$ cat config.mk
export PLATFORM = sky130hd
export DESIGN_NAME = vpp_div
export DESIGN_NICKNAME = d
export VERILOG_FILES = /design/src/rtl/vpp_div.sv
export SDC_FILE = /design/constraint.sdc
export NUM_CORES = 2
export LEC_CHECK = 0
export BUFFER_PORTS_ARGS = -buffer_cell sky130_fd_sc_hd__buf_2
export CORE_MARGIN = 2
export CORE_UTILIZATION = 50
export CTS_CLUSTER_SIZE = 14
export DETAILED_ROUTE_END_ITERATION = 8
export PLACE_DENSITY = 0.72
export SYNTH_ARGS = -nofsm -noshare
export SYNTH_HDL_FRONTEND = slang
export SYNTH_SLANG_ARGS = --single-unit
$ cat constraint.sdc
create_clock -name i_clk -period 5.5 [get_ports i_clk]
set_clock_uncertainty 0.2 [all_clocks]
set_input_delay 1.375 -clock i_clk [delete_from_list [all_inputs] [get_ports i_clk]]
set_output_delay 1.375 -clock i_clk [all_outputs]
set_load 0.1 [all_outputs]
$ cat src/rtl/vpp_div.sv
`timescale 1ns / 1ps
// ----------------------------------------------------------------------------
// vpp_div
// Pipelined restoring divider, one quotient bit per stage, with an
// overflow flag when the quotient does not fit in QB bits.
// ----------------------------------------------------------------------------
module vpp_div #(
    parameter int NW = 51,
    parameter int DW = 33,
    parameter int QB = 21
) (
    input  logic          i_clk,
    input  logic          i_en,
    input  logic [NW-1:0] i_num,
    input  logic [DW-1:0] i_den,
    output logic [QB-1:0] o_quo,
    output logic          o_ovf
);
    localparam int RW = DW + QB;
    localparam int CW = ((NW > RW) ? NW : RW) + 1;

    logic [RW-1:0] r_rem [0:QB];
    logic [DW-1:0] r_den [0:QB];
    logic [QB-1:0] r_quo [0:QB];
    logic          r_ovf [0:QB];

    always_ff @(posedge i_clk) begin
        if (i_en) begin
            r_ovf[0] <= CW'(i_num) >= (CW'(i_den) << QB);
            r_rem[0] <= RW'(i_num);
            r_den[0] <= i_den;
            r_quo[0] <= '0;
        end
    end

    for (genvar s = 1; s <= QB; s++) begin : g_stage
        localparam int K = QB - s;
        logic [RW-1:0] w_sh;
        logic          w_ge;

        assign w_sh = RW'(r_den[s-1]) << K;
        assign w_ge = r_rem[s-1] >= w_sh;

        always_ff @(posedge i_clk) begin
            if (i_en) begin
                r_rem[s] <= w_ge ? (r_rem[s-1] - w_sh) : r_rem[s-1];
                r_den[s] <= r_den[s-1];
                r_ovf[s] <= r_ovf[s-1];
                r_quo[s] <= r_quo[s-1] | (QB'(w_ge) << K);
            end
        end
    end

    assign o_quo = r_quo[QB];
    assign o_ovf = r_ovf[QB];
endmodule

==> impl_metrics.json <==
{
  "wl_per_cell_um": 19.75,
  "worst-path-buf-inv": 0,
  "viasPerCell": 5.731,
  "start_kind": "register",
  "gp_congestion": 1.003,
  "worstReg2RegStart": "r_den[0][99]",
  "crit_arrival_ps": 5360,
  "std_cell_rows": 175,
  "dieWidth_um": 480.7,
  "final_nets": 11121,
  "cts_resized": 0,
  "io_pins": 108,
  "netlist-cell-type-count": 90,
  "switchingPower_w": 0.02345,
  "hold_buffers": 0,
  "clockPowerShare": 0.228,
  "die_h_um": 480.7,
  "layout-area-overhead-vs-synth_pct": 10.55,
  "rr_endpoint": "r_rem[4][49]",
  "ys_async_sr_fraction": 0,
  "routed_wl_um": 266400,
  "cp.required_ps": 5890,
  "vdd_drop_max_uv": 352.5,
  "finalSetupViolCount": 0,
  "die_area_sq_um": 231100,
  "clock-sinks": 2077,
  "clk_pin_slew_worst_paths_ps": 60,
  "rsz0062_at_grt": "false",
  "syn_area_sq_um": 113600,
  "coreArea_sq_um": 226600,
  "antenna_found_initial": 2,
  "cts_buffers": 223,
  "slew_violations": 0,
  "fin_crit_sh": 0.9048,
  "ys_ff_latch": 2077,
  "synth_edf_count": 2077,
  "yosys_warnings": 0,
  "ant_nets": 0,
  "ctsHtreeMaxLevel": 4,
  "reg2reg_slack_ps": 520,
  "p_per_area_nw_per_um2": 516.1,
  "holdPathEnd": "r_den[1][262]",
  "outcome": "completed",
  "clk_latency_ps": 870,
  "synth_fp_nets": 10953,
  "crit_type": "reg -> reg",
  "fmax_mhz": 200.9,
  "layout-drive-gt1-share": 0.07577,
  "grt_max_degree": 199,
  "cp_max_fo": 4,
  "swShare": 0.3616,
  "finalWorstPathRequiredPeriod_ps": 4977,
  "path_delay_family": "compound AO/OA/AOI/OAI gates",
  "final_hold_viol_count": 0,
  "clk_path_buf_depth": 3,
  "reg2regPathDepth": 12,
  "min-delay-start": "r_den[1][229]",
  "setup_tns_ps": 0,
  "drt_iter0_drc": 5130,
  "overflow": 0,
  "root_buffer": "clkbuf_16",
  "hold_path_depth": 0,
  "leakage_nw": 49.11,
  "cp_cell_sequence": "ha_1 > fa_1 > nor2b_1 > o211ai_1 > a21boi_0 > o31ai_1 > o311ai_0 > nand2_1 > o41ai_1 > a31oi_1 > xor2_1 > a21oi_1",
  "slew_headroom": 0.1180,
  "synth_cells": 10126,
  "route.detailed.drc": 0,
  "grt_pass1_wl_um": 416800,
  "dp_hpwl_um": 204700,
  "synth-main-ff-cell": "edfxtp_1",
  "vias": 77304,
  "drt_first_pass_iters": 6,
  "hold_class": "reg -> reg",
  "place_area_sq_um": 118300,
  "seq_power_share": 0.375,
  "cp_slowest_cell": "o41ai_1",
  "intPower_w": 0.04139,
  "final_cell_mix": "edfxtp_1, a21oi_1, inv_1",
  "numPortBuffers": 107,
  "yosysSeqAreaShare": 0.5489,
  "pwr-share-comb": 0.397,
  "postCtsSetupRepairBufs": 0,
  "critical_path.max_stage_delay_ps": 950,
  "cp-end-kind": "register",
  "track_usage": 0.2278,
  "start_util": 0.5014,
  "cap_violations": 0,
  "worst_pin_slew_ps": 1311,
  "final_area_sq_um": 125600,
  "cts_tree": "yes",
  "grt_pass1_vias": 80269,
  "avgSynthCellArea_sq_um": 11.22,
  "mostFrequentLayoutCell": "edfxtp_1"
}
==> power by group through the flow <==
stage / sequential (W) / combinational (W) / clock (W)
after detailed placement: 0.0245 / 0.0253 / 0
after floorplan: 0.0237 / 0.0190 / 0
final: 0.0243 / 0.0258 / 0.0148
after global routing: 0.0246 / 0.0284 / 0.0157
after CTS: 0.0242 / 0.0255 / 0.0151
after global placement: 0.0245 / 0.0247 / 0
==> per-stage QoR <==
step / util / total power, W / instances / worst slack, ps / hold WS (ps)
detailed placement: 0.5219 / 0.04985 / 13078 / 609.3 / 204.5
global route: 0.5543 / 0.06879 / 13488 / 291.6 / 220.0
floorplan: - / 0.04271 / 10126 / 1526 / 200.3
CTS: 0.5543 / 0.06485 / 13488 / 585.5 / 196.8
global placement: 0.5219 / 0.04917 / 13078 / 657.7 / 200.5
finish: 0.5543 / 0.06483 / 13489 / 523.4 / 198.9
==> cells by family (layout without fill, tap and decap cells) <==
family	Yosys count	count (layout)	synth area share
AND/OR/NAND/NOR	2524	2524	0.1084
XOR/XNOR	770	770	0.05935
buffers and inverters	1210	1563	0.04038
flip-flops	2077	2077	0.5489
AO/OA/AOI/OAI	2650	2650	0.1449
multiplexers	154	154	0.01523
other	0	1	0
adder cells (fa/ha/maj)	741	741	0.08291
==> cell type report <==
class / count / area (sq um)
clock buffers: 265 / 5738
multi-input cells: 6839 / 46850
diodes: 1 / 2.502
inverters: 919 / 3450
clock inverters: 145 / 1595
well taps: 3009 / 3765
flip-flops and latches: 2077 / 62370
repair buffers: 234 / 1854
fillers: 18555 / 101000
==> how the worst max path moves through the flow <==
stage	start	to	slack [ps]	cells after the start
final	r_den[0][99]	r_rem[4][49]	520	12
after global routing	r_den[1][198]	r_rem[15][52]	290	13
after CTS	r_den[0][99]	r_rem[4][49]	590	12
after detailed placement	r_den[0][99]	r_rem[4][49]	610	12
after global placement	r_rem[16][4]	r_rem[17][9]	660	14
after floorplan	r_rem[12][8]	r_rem[13][52]	1530	14
==> registers in the layout (all words and copies together), names as in the netlist <==
name   cells
r_rem   1131
r_ovf     22
r_den    693
r_quo    231
==> layer usage <==
metal  global-route usage  share of wire  vias to the layer above
li1                     -              -                    37782
met1               0.1998           0.33                    36570
met2               0.4547           0.55                     2058
met3              0.02660          0.029                      894
met4               0.1861          0.092                        0
met5                    0              0                        -
==> Yosys cell counts (149+ instances only) <==
master | number | share of area
xnor2_1 | 457 | 0.035
xor2_1 | 313 | 0.024
inv_1 | 913 | 0.030
o21ai_0 | 580 | 0.026
nand2_1 | 658 | 0.022
nand4_1 | 171 | 0.0094
edfxtp_1 | 2077 | 0.55
ha_1 | 721 | 0.079
nand3_1 | 149 | 0.0066
a21oi_1 | 929 | 0.041
a21o_1 | 373 | 0.025
clkbuf_1 | 254 | 0.0084
nor2_1 | 702 | 0.023
nor3_1 | 175 | 0.0077
Power figures use the tool's default switching activity.
